`src/design/bracket_stack_balance_checker_top_macros.svh`:
```
// Assertion macros used by the bracket stack checker RTL.
// Depends on clk and rst being visible in the module that uses them.
`ifndef BRACKET_STACK_BALANCE_CHECKER_TOP_MACROS_SVH
`define BRACKET_STACK_BALANCE_CHECKER_TOP_MACROS_SVH

// same-cycle implication
`define BSBC_ASSERT_IMPL(lbl, ante, cons, msg) \
  lbl: assert property (@(posedge clk) disable iff (rst) (ante) |-> (cons)) \
    else $error(msg);

// next-cycle implication
`define BSBC_ASSERT_NEXT(lbl, ante, cons, msg) \
  lbl: assert property (@(posedge clk) disable iff (rst) (ante) |=> (cons)) \
    else $error(msg);

`endif

```
`src/design/bsbc_pkg.sv`:
```
// Shared types, constants and bracket decode functions for the bracket stack checker.
// No dependencies.
package bsbc_pkg;

  localparam int STACK_DEPTH = 1024;
  localparam int ADDR_W      = $clog2(STACK_DEPTH);
  localparam int CNT_W       = ADDR_W + 1;
  localparam int QUEUE_DEPTH = 4;
  localparam int QPTR_W      = $clog2(QUEUE_DEPTH);
  localparam int QCNT_W      = $clog2(QUEUE_DEPTH + 1);

  localparam logic [7:0] CH_LPAREN  = 8'h28;
  localparam logic [7:0] CH_RPAREN  = 8'h29;
  localparam logic [7:0] CH_LSQUARE = 8'h5B;
  localparam logic [7:0] CH_RSQUARE = 8'h5D;
  localparam logic [7:0] CH_LCURLY  = 8'h7B;
  localparam logic [7:0] CH_RCURLY  = 8'h7D;

  localparam logic KIND_TOP = 1'b0;
  localparam logic KIND_BAL = 1'b1;

  typedef enum logic [1:0] {
    OP_PUSH  = 2'd0,
    OP_POP   = 2'd1,
    OP_TOP   = 2'd2,
    OP_QUERY = 2'd3
  } opcode_t;

  typedef enum logic [1:0] {
    BR_NONE   = 2'd0,
    BR_PAREN  = 2'd1,
    BR_SQUARE = 2'd2,
    BR_CURLY  = 2'd3
  } br_code_t;

  typedef enum logic [1:0] {
    B_IDLE,
    B_TOP_WAIT,
    B_SCAN_RD,
    B_SCAN_EV
  } back_state_t;

  typedef struct packed {
    logic [1:0] opcode;
    logic [7:0] char_in;
  } req_t;

  typedef struct packed {
    logic       kind;
    logic [7:0] top_char;
    logic       balanced;
  } rsp_t;

  typedef struct packed {
    opcode_t    op;
    logic [7:0] ch;
  } cmd_t;

  function automatic br_code_t opener_code(input logic [7:0] c);
    br_code_t r;
    r = BR_NONE;
    if (c == CH_LPAREN)  r = BR_PAREN;
    if (c == CH_LSQUARE) r = BR_SQUARE;
    if (c == CH_LCURLY)  r = BR_CURLY;
    return r;
  endfunction

  function automatic br_code_t closer_code(input logic [7:0] c);
    br_code_t r;
    r = BR_NONE;
    if (c == CH_RPAREN)  r = BR_PAREN;
    if (c == CH_RSQUARE) r = BR_SQUARE;
    if (c == CH_RCURLY)  r = BR_CURLY;
    return r;
  endfunction

endpackage

```
`src/design/bsbc_front.sv`:
```
// Front end: accepts request beats, decodes the opcode and hands commands to the queue.
// Depends on bsbc_pkg.
module bsbc_front import bsbc_pkg::*; (
  input  logic clk,
  input  logic rst,
  input  logic req_valid,
  output logic req_ready,
  input  req_t req,
  output logic cmd_valid,
  input  logic cmd_ready,
  output cmd_t cmd
);

  logic stage_valid;
  cmd_t stage_cmd;

  assign req_ready = !stage_valid || cmd_ready;
  assign cmd_valid = stage_valid;
  assign cmd       = stage_cmd;

  always_ff @(posedge clk) begin
    if (rst) begin
      stage_valid <= 1'b0;
    end else if (req_valid && req_ready) begin
      stage_valid <= 1'b1;
    end else if (cmd_ready) begin
      stage_valid <= 1'b0;
    end
  end

  always_ff @(posedge clk) begin
    if (req_valid && req_ready) begin
      stage_cmd.op <= opcode_t'(req.opcode);
      // only a push carries a byte
      stage_cmd.ch <= (opcode_t'(req.opcode) == OP_PUSH) ? req.char_in : 8'h00;
    end
  end

endmodule

```
`config.mk`:
```
export PLATFORM = sky130hd
export DESIGN_NAME = bsbc_front
export DESIGN_NICKNAME = d
export VERILOG_FILES = /design/src/design/bracket_stack_balance_checker_top_macros.svh /design/src/design/bsbc_pkg.sv /design/src/design/bsbc_front.sv
export SDC_FILE = /design/constraint.sdc
export NUM_CORES = 1
export LEC_CHECK = 0
export ABC_AREA = 1
export BUFFER_PORTS_ARGS = -buffer_cell sky130_fd_sc_hd__buf_2
export CAP_MARGIN = 30
export CORE_AREA = 4 4 41 43
export DETAILED_ROUTE_END_ITERATION = 8
export DIE_AREA = 0 0 45 47
export PLACE_DENSITY = 0.7
export SLEW_MARGIN = 20
export SYNTH_ARGS = -nofsm -noshare
export SYNTH_HDL_FRONTEND = slang
export SYNTH_SLANG_ARGS = --single-unit
```
`constraint.sdc`:
```
create_clock -name clk -period 1.5 [get_ports clk]
set_clock_uncertainty 0.15 [all_clocks]
set_input_delay 0.3 -clock clk [delete_from_list [all_inputs] [get_ports clk]]
set_output_delay 0.3 -clock clk [all_outputs]
set_load 0.005 [all_outputs]
```
==> impl_metrics.py <==
metrics = {
    "critical_path": {
        "worstPathMaxFanout": 3,
        "setup.worst_path.start_class": "register",
        "category_of_cells_accounting_for_the_largest_share_of_critical_path_delay": "flip-flops",
        "setup.worst_path.class": "reg -> out",
        "crit_arrival_ps": 810,
        "cp_cell_sequence": "nand2_1 -> buf_2",
        "critical-path-max-stage-delay_ps": 350,
        "path_buf_inv": 1,
        "critPathSlowestCell": "dfxtp_1",
        "worst_setup_path_end_kind": "output port",
        "worstPathRequired_ps": 1050,
    },
    "route": {
        "total_routed_wirelength_um": 706,
        "drtPass1Iterations": 1,
        "detail_route.wirelength.met1_um": 259,
        "avgRoutedWirePerCell_um": 9.05,
        "viasPerCell": 4.08,
        "num_vias": 318,
        "met2_wirelength_um": 344,
        "met3_length_um": 102,
        "topRoutingLayerUsed": "met3",
        "drtIter0Drc": 0,
        "drtAntennaViolNets": 0,
        "drc": 0,
    },
    "final_layout": {
        "nets": 78,
        "post_route_cells_drive_above_1_share_pct": 58.7,
        "stdcell_count": 78,
        "final_util_pct": 46.9,
        "seqCellArea_um2": 320,
        "multiInputGateArea_um2": 75.1,
        "stdcell_area_um2": 611,
        "n_antenna_cell": 0,
        "area_growth_syn_to_layout_pct": 37.5,
        "fillCellCount": 141,
    },
    "timing": {
        "slew-limit-headroom_pct": 70.4,
        "finalHoldViolations": 0,
        "worst-slew-pin-transition_ps": 443,
        "setup_slack_ps": 239,
        "finalSetupViolCount": 0,
        "fmaxAchievable_ghz": 0.793,
        "holdWs_ps": 31.5,
        "setup_repair_after_global_routing_missed_its_margin": "false",
        "period_share_pct": 84.1,
        "timing.setup.tns_ps": 0,
        "report.final.slew_viol_count": 0,
        "finalCriticalPeriod_ps": 1260,
    },
    "placement": {
        "placedCellCount": 74,
        "detailed_place.area_um2": 584,
        "port_buffers": 25,
        "globalplace.congestion": 0.628,
        "place_hpwl_um": 588,
        "place_ws_ps": 253,
    },
    "flow_run": {
        "max_cap_violations": 0,
    },
    "logic_synthesis": {
        "synth-seq-area-share_pct": 72.1,
        "netlist_top_cells_area": "edfxtp_1, nor2_2, inv_1",
        "post_synthesis_mean_instance_area_um2": 13.1,
        "synthDominantAreaCellType": "edfxtp_1",
        "synthCells": 34,
        "synthesis.area_um2": 444,
        "synthDominantCellAreaShare_pct": 67.6,
        "yosys_register_bits": 11,
        "synth-warning-count": 0,
        "synth_nets": 48,
        "synth.distinct_cells": 9,
    },
    "global_route": {
        "via_count_of_the_first_global_routing_pass": 282,
        "gr-total-overflow": 0,
        "grt_antenna_before_repair": 0,
        "all_layer_gr_usage_pct": 7.70,
        "global_route_wire_length_before_repair_um": 1100,
        "grt_max_degree": 11,
    },
    "floorplan": {
        "rows": 13,
        "die_height_um": 47,
        "die_w_um": 45,
        "io_pins": 26,
        "design.core.area_um2": 1300,
        "design.die.area_um2": 2120,
        "starting_density_pct": 34.1,
    },
    "clock_tree": {
        "cts_buf_count": 3,
        "post_cts_resize_count": 0,
        "ctsLongestPathBuffers": 2,
        "clkLatencyLatePin_ps": 260,
        "clock_sink_count": 11,
        "cts_htree_levels": 1,
        "cts.root.buffer_cell": "clkbuf_4",
        "post_cts.repair.setup_buffers": 0,
        "clkTransAtPathRegs_ps": 70,
        "cts_hold_repair.buffers": 0,
        "tritoncts": "done",
    },
    "pwr": {
        "finalPower_uw": 621,
        "p_leak_nw": 0.303,
        "power_density_nw_per_um2": 1020,
        "vdd_drop_max_mv": 0.514,
    },
    "worst_hold_path": {
        "hp-class": "in -> reg",
    },
    "status": {
        "status": "finished, final reports clean",
    },
}
-- synthesized netlist by cell type (all sizes together) --
cell	n
a21oi	2
buf	1
dfxtp	1
edfxtp	10
inv	10
nand2	1
nor2	8
or2	1
-- placed cells by master (no fill, tap or decap) --
cell type	instances
a21oi_1	2
edfxtp_1	10
nor2_4	1
buf_2	25
nand2_1	1
inv_1	10
buf_4	1
dfxtp_1	1
clkbuf_4	3
or2_1	1
clkbuf_1	1
nor2_2	7
-- cell type report --
cell class | count | area share [%]
clock buffers | 4 | 4.30
multi-input cells | 12 | 12.3
flip-flops and latches | 11 | 52.5
inverters | 10 | 6.15
well taps | 15 | 3.07
repair buffers | 26 | 21.7
-- path summary, 6_finish.rpt --
| kind | slack, ps | depth (start not counted) | to | start |
|---|---|---|---|---|
| max | 240 | 2 | req_ready | cmd_valid$_SDFFE_PP0P_ |
| min | 30 | 2 | cmd_valid$_SDFFE_PP0P_ | rst |
| max reg2reg | 400 | 2 | cmd[4]$_SDFFCE_PP0P_ | cmd_valid$_SDFFE_PP0P_ |
| min reg2reg | 350 | 2 | cmd_valid$_SDFFE_PP0P_ | cmd_valid$_SDFFE_PP0P_ |
-- power breakdown --
| part | leakage, nW | switching (mW) | internal, mW | total, mW |
|---|---|---|---|---|
| combinational | 0.181 | 0.0344 | 0.0336 | 0.0680 |
| clock | 0.0150 | 0.0906 | 0.103 | 0.193 |
| sequential | 0.108 | 0.00455 | 0.355 | 0.360 |
| total | 0.303 | 0.130 | 0.492 | 0.621 |
-- flip-flops by register name, indices dropped and copies added (netlist names) --
register,cells
cmd,10
cmd_valid,1
-- metal layers --
metal | up-vias | track usage (%)
met5 | - | 0
met4 | 0 | 7.02
li1 | 162 | -
met1 | 137 | 8.31
met3 | 0 | 3.83
met2 | 19 | 11.0
-- kinds of logic (layout without fill, tap and decap cells) --
group	count (synthesis)	after routing	synth area share, %
and+or+nand+nor	10	10	14.6
DFF	11	11	72.1
buffers and inverters	11	40	11.0
AOI/OAI and AO/OA	2	2	2.25
No activity file was read; power rests on OpenSTA's default activity.
