`config.mk`:
```
export PLATFORM = sky130hd
export DESIGN_NAME = bsbc_queue
export DESIGN_NICKNAME = d
export VERILOG_FILES = /design/src/design/bracket_stack_balance_checker_top_macros.svh /design/src/design/bsbc_pkg.sv /design/src/design/bsbc_queue.sv
export SDC_FILE = /design/constraint.sdc
export NUM_CORES = 1
export LEC_CHECK = 0
export ABC_AREA = 1
export BUFFER_PORTS_ARGS = -buffer_cell sky130_fd_sc_hd__buf_2
export CAP_MARGIN = 20
export CORE_UTILIZATION = 45
export DETAILED_ROUTE_END_ITERATION = 10
export PLACE_DENSITY = 0.67
export SLEW_MARGIN = 20
export SYNTH_ARGS = -nofsm -noshare
export SYNTH_HDL_FRONTEND = slang
export SYNTH_SLANG_ARGS = --single-unit
```
`constraint.sdc`:
```
create_clock -name clk -period 1.7 [get_ports clk]
set_clock_uncertainty 0.2 [all_clocks]
set_input_delay 0.255 -clock clk [delete_from_list [all_inputs] [get_ports clk]]
set_output_delay 0.255 -clock clk [all_outputs]
set_load 0.01 [all_outputs]
```
`src/design/bracket_stack_balance_checker_top_macros.svh`:
```
// Assertion macros used by the bracket stack checker RTL.
// Depends on clk and rst being visible in the module that uses them.
`ifndef BRACKET_STACK_BALANCE_CHECKER_TOP_MACROS_SVH
`define BRACKET_STACK_BALANCE_CHECKER_TOP_MACROS_SVH

// same-cycle implication
`define BSBC_ASSERT_IMPL(lbl, ante, cons, msg) \
  lbl: assert property (@(posedge clk) disable iff (rst) (ante) |-> (cons)) \
    else $error(msg);

// next-cycle implication
`define BSBC_ASSERT_NEXT(lbl, ante, cons, msg) \
  lbl: assert property (@(posedge clk) disable iff (rst) (ante) |=> (cons)) \
    else $error(msg);

`endif

```
`src/design/bsbc_pkg.sv`:
```
// Shared types, constants and bracket decode functions for the bracket stack checker.
// No dependencies.
package bsbc_pkg;

  localparam int STACK_DEPTH = 1024;
  localparam int ADDR_W      = $clog2(STACK_DEPTH);
  localparam int CNT_W       = ADDR_W + 1;
  localparam int QUEUE_DEPTH = 4;
  localparam int QPTR_W      = $clog2(QUEUE_DEPTH);
  localparam int QCNT_W      = $clog2(QUEUE_DEPTH + 1);

  localparam logic [7:0] CH_LPAREN  = 8'h28;
  localparam logic [7:0] CH_RPAREN  = 8'h29;
  localparam logic [7:0] CH_LSQUARE = 8'h5B;
  localparam logic [7:0] CH_RSQUARE = 8'h5D;
  localparam logic [7:0] CH_LCURLY  = 8'h7B;
  localparam logic [7:0] CH_RCURLY  = 8'h7D;

  localparam logic KIND_TOP = 1'b0;
  localparam logic KIND_BAL = 1'b1;

  typedef enum logic [1:0] {
    OP_PUSH  = 2'd0,
    OP_POP   = 2'd1,
    OP_TOP   = 2'd2,
    OP_QUERY = 2'd3
  } opcode_t;

  typedef enum logic [1:0] {
    BR_NONE   = 2'd0,
    BR_PAREN  = 2'd1,
    BR_SQUARE = 2'd2,
    BR_CURLY  = 2'd3
  } br_code_t;

  typedef enum logic [1:0] {
    B_IDLE,
    B_TOP_WAIT,
    B_SCAN_RD,
    B_SCAN_EV
  } back_state_t;

  typedef struct packed {
    logic [1:0] opcode;
    logic [7:0] char_in;
  } req_t;

  typedef struct packed {
    logic       kind;
    logic [7:0] top_char;
    logic       balanced;
  } rsp_t;

  typedef struct packed {
    opcode_t    op;
    logic [7:0] ch;
  } cmd_t;

  function automatic br_code_t opener_code(input logic [7:0] c);
    br_code_t r;
    r = BR_NONE;
    if (c == CH_LPAREN)  r = BR_PAREN;
    if (c == CH_LSQUARE) r = BR_SQUARE;
    if (c == CH_LCURLY)  r = BR_CURLY;
    return r;
  endfunction

  function automatic br_code_t closer_code(input logic [7:0] c);
    br_code_t r;
    r = BR_NONE;
    if (c == CH_RPAREN)  r = BR_PAREN;
    if (c == CH_RSQUARE) r = BR_SQUARE;
    if (c == CH_RCURLY)  r = BR_CURLY;
    return r;
  endfunction

endpackage

```
`src/design/bsbc_queue.sv`:
```
// Small command FIFO between the front end and the stack engine.
// Depends on bsbc_pkg.
module bsbc_queue import bsbc_pkg::*; (
  input  logic clk,
  input  logic rst,
  input  logic push_valid,
  output logic push_ready,
  input  cmd_t push_cmd,
  output logic pop_valid,
  input  logic pop_ready,
  output cmd_t pop_cmd
);

  cmd_t              entries [QUEUE_DEPTH];
  logic [QPTR_W-1:0] wr_ptr;
  logic [QPTR_W-1:0] rd_ptr;
  logic [QCNT_W-1:0] count;
  logic              do_push;
  logic              do_pop;

  assign push_ready = count != QCNT_W'(QUEUE_DEPTH);
  assign pop_valid  = count != '0;
  assign pop_cmd    = entries[rd_ptr];
  assign do_push    = push_valid && push_ready;
  assign do_pop     = pop_valid && pop_ready;

  always_ff @(posedge clk) begin
    if (rst) begin
      wr_ptr <= '0;
      rd_ptr <= '0;
      count  <= '0;
    end else begin
      if (do_push) wr_ptr <= wr_ptr + 1'b1;
      if (do_pop)  rd_ptr <= rd_ptr + 1'b1;
      if (do_push && !do_pop) begin
        count <= count + 1'b1;
      end else if (do_pop && !do_push) begin
        count <= count - 1'b1;
      end
    end
  end

  always_ff @(posedge clk) begin
    if (do_push) entries[wr_ptr] <= push_cmd;
  end

endmodule

```
==> metrics.csv, run 1 <==
metric,value,unit
outcome,"complete, but fails checks",
violated checks,negative setup slack,
vias in the first global route,1412,
"Reg clk slew, reported paths",0.09,ns
initial detailed-routing violation count,123,
Final min period,1.80,ns
synthesized area per cell,12.1,µm²
CP endpoint kind,flop,
NumNets Final,246,
FMAX,556,MHz
Leak,1.07,nW
antenna violations before repair,0,
most frequent cells in the layout,"edfxtp_1 (40), nor2_1 (30), buf_2 (25)",
H-Tree Depth,2,
#FFs+latches synth,49,
first-pass GRT wire length,6700,µm
Post-route DRC,0,
Post-Route WL,4250,µm
worst-path fanout max,2,
yosys warns,0,
worst setup path endpoint,count[1],
R2R setup slack,-0.1,ns
top post-synthesis cells by area,"edfxtp_1 (60%), dfxtp_1 (9.1%), nor2_1 (6.2%), o21ai_0 (5.3%), ha_1 (3.1%)",
grt total ovfl,0,
initial core utilization,0.483,
synthesized area,0.00199,mm²
Worst R2R End,count[1],
RSZ-0062 raised after global routing,yes,
max-cap violations,0,
CTS tree,built,
vias per std cell,5.23,
WP data required,1.70,ns
"area leader, netlist",edfxtp_1,
die area,0.00469,mm²
CTS Buffer Depth,2,
period utilization,1.06,
setup violators final,9,
Worst Setup SP,count[0],
GP Congestion,0.850,
clock sink count,49,
Syn Inst Count,165,
pre-CTS setup slack,-0.148,ns
Synth-to-Final Area Change,35.0,%
# port buffers,25,
global-route usage over all layers,0.208,
Power Density,1400,mW/mm²
Hold Path Class,in2reg,
Slew Limit Fails,0,
Clock Latency Late Sink,0.30,ns
Die X,68.5,µm
"Arr. time, crit path",1.80,ns
sequential area share after synthesis,0.694,
Die H,68.5,µm
core box area,0.00412,mm²
Worst setup SP type,flop,
Final Hold Fails,0,
Crit Reg-Reg Startpoint,count[0],
Top Ports,26,
"most common cell after layout, fill and taps aside",edfxtp_1,
vias post-DR,1449,
syn_nets,185,
1st-pass router iterations,4,
clock buffer count from CTS,5,
# diodes,0,
CP Class,reg2reg,
slew at the pin closest to its max-slew limit,0.189,ns
routed wire length per instance,15.3,µm
share of cells above drive strength 1,0.366,
Worst VDD drop,712,µV
number of library cell types mapped by synthesis,20,
Detail Route Antenna Nets,0,
Max-slew headroom,0.874,
worst setup slack after layout,-0.0985,ns
dpl hpwl,2590,µm
Non-Filler Instances,277,
top cell type's share of synthesized area,0.604,
# rows,23,
clock root cell,clkbuf_8,
R2R depth,9,
placed cell count,249,
pin count of the biggest net entering global routing,16,
FILL cells,296,
==> flip-flops by register name, summed over array words and instances (netlist names), named ones only <==
name	count
count	3
entries	40
wr_ptr	2
rd_ptr	2
==> worst min path at each step <==
stage | startpoint | to | slack, ns | cells after the start
2_1_floorplan | rst | count[0] | 0.12 | 1
3_3_place_gp | push_cmd[0] | entries[0][0] | 0.27 | 1
3_5_place_dp | push_cmd[5] | entries[1][5] | 0.28 | 1
4_1_cts | pop_ready | flop | 0.07 | 3
5_1_grt | pop_ready | flop | 0.08 | 3
6_report | pop_ready | flop | 0.08 | 3
==> cells in the mapped netlist <==
| master | instances |
|---|---|
| clkbuf_2 | 1 |
| fa_1 | 1 |
| nand2_4 | 4 |
| inv_2 | 2 |
| o22ai_1 | 10 |
| nand2_1 | 10 |
| xor2_1 | 1 |
| inv_1 | 14 |
| nand3b_1 | 1 |
| ha_1 | 5 |
| clkbuf_1 | 2 |
| buf_2 | 2 |
| nand3_1 | 4 |
| a21oi_1 | 3 |
| dfxtp_1 | 9 |
| nand2_2 | 1 |
| nor2_4 | 1 |
| o21ai_0 | 21 |
| edfxtp_1 | 40 |
| nor2_1 | 33 |
==> critical path, stage by stage (launching register included) <==
cell and delay (ns):
dfxtp_4 0.36, nor2_4 0.16, nand2_4 0.07, nand2_4 0.08
inv_4 0.04, ha_4 0.15, inv_2 0.06, fa_2 0.43
o21ai_2 0.11, nor2_1 0.04
==> repair_timing <==
| item | 4_1_cts | 5_1_grt |
|---|---|---|
| endpoints found under the hold margin | 45 | 0 |
| resized for setup | 43 | 4 |
| hold buffers | 11 | 0 |
| buffers inserted | 3 | 1 |
| setup endpoints to repair | 12 | 38 |
| cloned | 5 | 0 |
| pin swaps | 12 | 4 |
==> layer usage <==
metal | share of wire | global-route usage | vias to the layer above
met5 | 0 | 0 | -
met4 | 0.011 | 0.0781 | 0
met3 | 0.044 | 0.0592 | 6
met2 | 0.51 | 0.343 | 43
met1 | 0.43 | 0.257 | 704
li1 | - | - | 696
==> where the power goes <==
group	total, mW	switching (mW)	internal, mW
clock	0.662	0.377	0.285
combinational	1.51	0.783	0.723
sequential	1.59	0.109	1.48
==> metrics by stage <==
stage / TNS [ns] / hold slack, ns / power, mW / area [µm²] / util
after global routing: -1.28 / 0.0802 / 3.99 / 2690 / 0.652
after CTS: -0.474 / 0.0729 / 3.74 / 2670 / 0.649
after detailed placement: -0.256 / 0.276 / 2.74 / 2280 / 0.555
final: -0.447 / 0.0784 / 3.76 / 2690 / 0.652
after floorplan: -0.204 / 0.118 / 2.28 / 2010 / -
after global placement: -0.101 / 0.268 / 2.66 / 2280 / 0.555
==> cell families after synthesis <==
group                    count (synthesis)  share of synthesized area
XOR/XNOR                                 1                    0.00440
flip-flops                              49                      0.694
AND/OR/NAND/NOR                         54                      0.126
buffers and inverters                   21                     0.0415
AO/OA/AOI/OAI                           34                     0.0918
adder cells (fa/ha/maj)                  6                     0.0415
==> cell type report <==
| type | instances | area, µm² | share of cell area |
|---|---|---|---|
| Clock buffer | 5 | 68.8 | 0.0256 |
| Clock inverter | 3 | 17.5 | 0.00652 |
| Inverter | 16 | 72.6 | 0.0270 |
| Multi-Input combinational cell | 95 | 579 | 0.216 |
| Sequential cell | 49 | 1390 | 0.519 |
| Tap cell | 50 | 62.6 | 0.0233 |
| Timing Repair Buffer | 59 | 490 | 0.183 |
Note: power is estimated with default switching activity, not from simulation.
==> inputs of run 2 (changes only) <==
CORE_ASPECT_RATIO = 0.7   (was not set)
RECOVER_POWER = 50   (was not set)
==> metrics.csv, run 2 (same netlist as run 1, synthesis figures left out) <==
metric,value,unit
outcome,"complete, but fails checks",
violated checks,negative setup slack,
share of cells above drive strength 1,0.483,
Int Pwr,2.69,mW
crit-path leading delay family,simple AND/OR/NAND/NOR gates,
"most common cell after layout, fill and taps aside",edfxtp_1,
die area,0.00470,mm²
Setup TNS Final,-0.546,ns
WP buf/inv,1,
H-Tree Depth,2,
initial detailed-routing violation count,97,
slew at the pin closest to its max-slew limit,0.251,ns
Slew Limit Fails,0,
clock sink count,49,
Largest regs,"entries: 40 flops, count: 3 flops",
grt total ovfl,0,
worst setup slack after layout,-0.204,ns
WP data required,1.73,ns
Die X,81.5,µm
1st-pass router iterations,4,
Final Hold Fails,0,
NumNets Final,257,
vias per std cell,5.10,
clock buffer count from CTS,5,
Clock Latency Late Sink,0.29,ns
Hold Path Class,in2reg,
clock power share,0.169,
"slowest stage delay, CP",0.37,ns
Non-Filler Instances,290,
initial core utilization,0.489,
Worst VDD drop,958,µV
crit path cell chain,nor2_4 -> nand2_4 -> nand2_4 -> ha_4 -> inv_4 -> fa_2 -> nand2_2 -> nand3_2 -> nand2_1 -> nand2_1 -> nor2_1,
CTS Buffer Depth,2,
Switching Share,0.346,
"Arr. time, crit path",1.94,ns
dpl hpwl,2770,µm
CTS tree,built,
max-cap violations,0,
Total Power,4.10,mW
CP Class,reg2reg,
FMAX,525,MHz
Die H,57.6,µm
Worst setup SP type,flop,
pin count of the biggest net entering global routing,16,
clock root cell,clkbuf_8,
Max-slew headroom,0.832,
Synth-to-Final Area Change,46.4,%
Largest register FFs,40,
first-pass GRT wire length,6780,µm
# port buffers,25,
Detail Route Antenna Nets,0,
RSZ-0062 raised after global routing,yes,
Post-route DRC,0,
Final min period,1.90,ns
routed wire length per instance,16.3,µm
combinational power share,0.441,
worst-path fanout max,2,
vias in the first global route,1503,
final core utilization,0.716,
most frequent cells in the layout,"edfxtp_1 (40), buf_4 (21), nor2_1 (19)",
GP Congestion,0.890,
antenna violations before repair,0,
Leak,1.11,nW
Power Density,1410,mW/mm²
CP endpoint kind,flop,
global-route usage over all layers,0.201,
Top Ports,26,
Seq pwr share,0.390,
Post-Route WL,4720,µm
largest reg by FF count,entries,
# diodes,0,
core box area,0.00407,mm²
setup violators final,7,
Switch Pwr,1.42,mW
CP max stage cell,fa_2,
"Reg clk slew, reported paths",0.08,ns
placed cell count,255,
# rows,19,
vias post-DR,1480,
period utilization,1.12,
[run 2: layout make-up]
class                      instances  area, µm²
timing repair buffer              70        569
clock buffer                       7       86.3
clock inverter                     1       7.51
sequential                        49       1390
fill                             284       1150
multi-input combinational         95        714
tap                               52       65.1
inverter                          16       75.1
[run 2: path summary, 6_finish.rpt]
| check | start | end | slack (ns) | depth (start not counted) |
|---|---|---|---|---|
| worst max-delay path | count[0] | count[2] | -0.20 | 11 |
| worst min-delay path | rst | count[1] | 0.09 | 4 |
| worst max register to register | count[0] | count[2] | -0.20 | 11 |
| worst min register to register | rd_ptr[0] | flop | 0.30 | 2 |
[run 2: metrics by stage]
| stage | hold slack, ns | setup WS, ns | instance area, µm² |
|---|---|---|---|
| global route | 0.0966 | -0.244 | 2910 |
| global placement | 0.265 | -0.0626 | 2310 |
| detailed placement | 0.273 | -0.173 | 2310 |
| CTS | 0.0778 | -0.0994 | 2620 |
| finish | 0.0909 | -0.204 | 2910 |
| floorplan | 0.118 | -0.109 | 2010 |
[run 2: repair_timing]
action | in CTS | in global routing
cloned | 1 | 0
hold buffers | 11 | 0
hold endpoints to repair | 45 | 0
buffers inserted | 7 | 8
endpoints found under the setup margin | 12 | 14
resized for setup | 25 | 75
pin swaps | 8 | 18
[run 2: worst register-to-register path, delay by kind of cell, from the launching register on]
| kind | cells | cell delay, ns |
|---|---|---|
| simple gates | 8 | 0.73 |
| flops | 1 | 0.36 |
| fa+ha+maj | 2 | 0.51 |
| buf+inv | 1 | 0.04 |
[run 2: power groups by stage]
stage / Sequential (mW) / Combinational [mW] / Clock (mW)
3_5_place_dp: 1.59 / 1.20 / 0
5_1_grt: 1.62 / 1.93 / 0.757
6_report: 1.60 / 1.81 / 0.692
4_1_cts: 1.58 / 1.40 / 0.702
2_1_floorplan: 1.58 / 0.702 / 0
3_3_place_gp: 1.58 / 1.12 / 0
[run 2: per-layer routing]
layer | track usage | routed length (µm)
met1 | 0.251 | 1970
met2 | 0.354 | 2480
met4 | 0.0663 | 100
met3 | 0.0378 | 165
met5 | 0 | 0
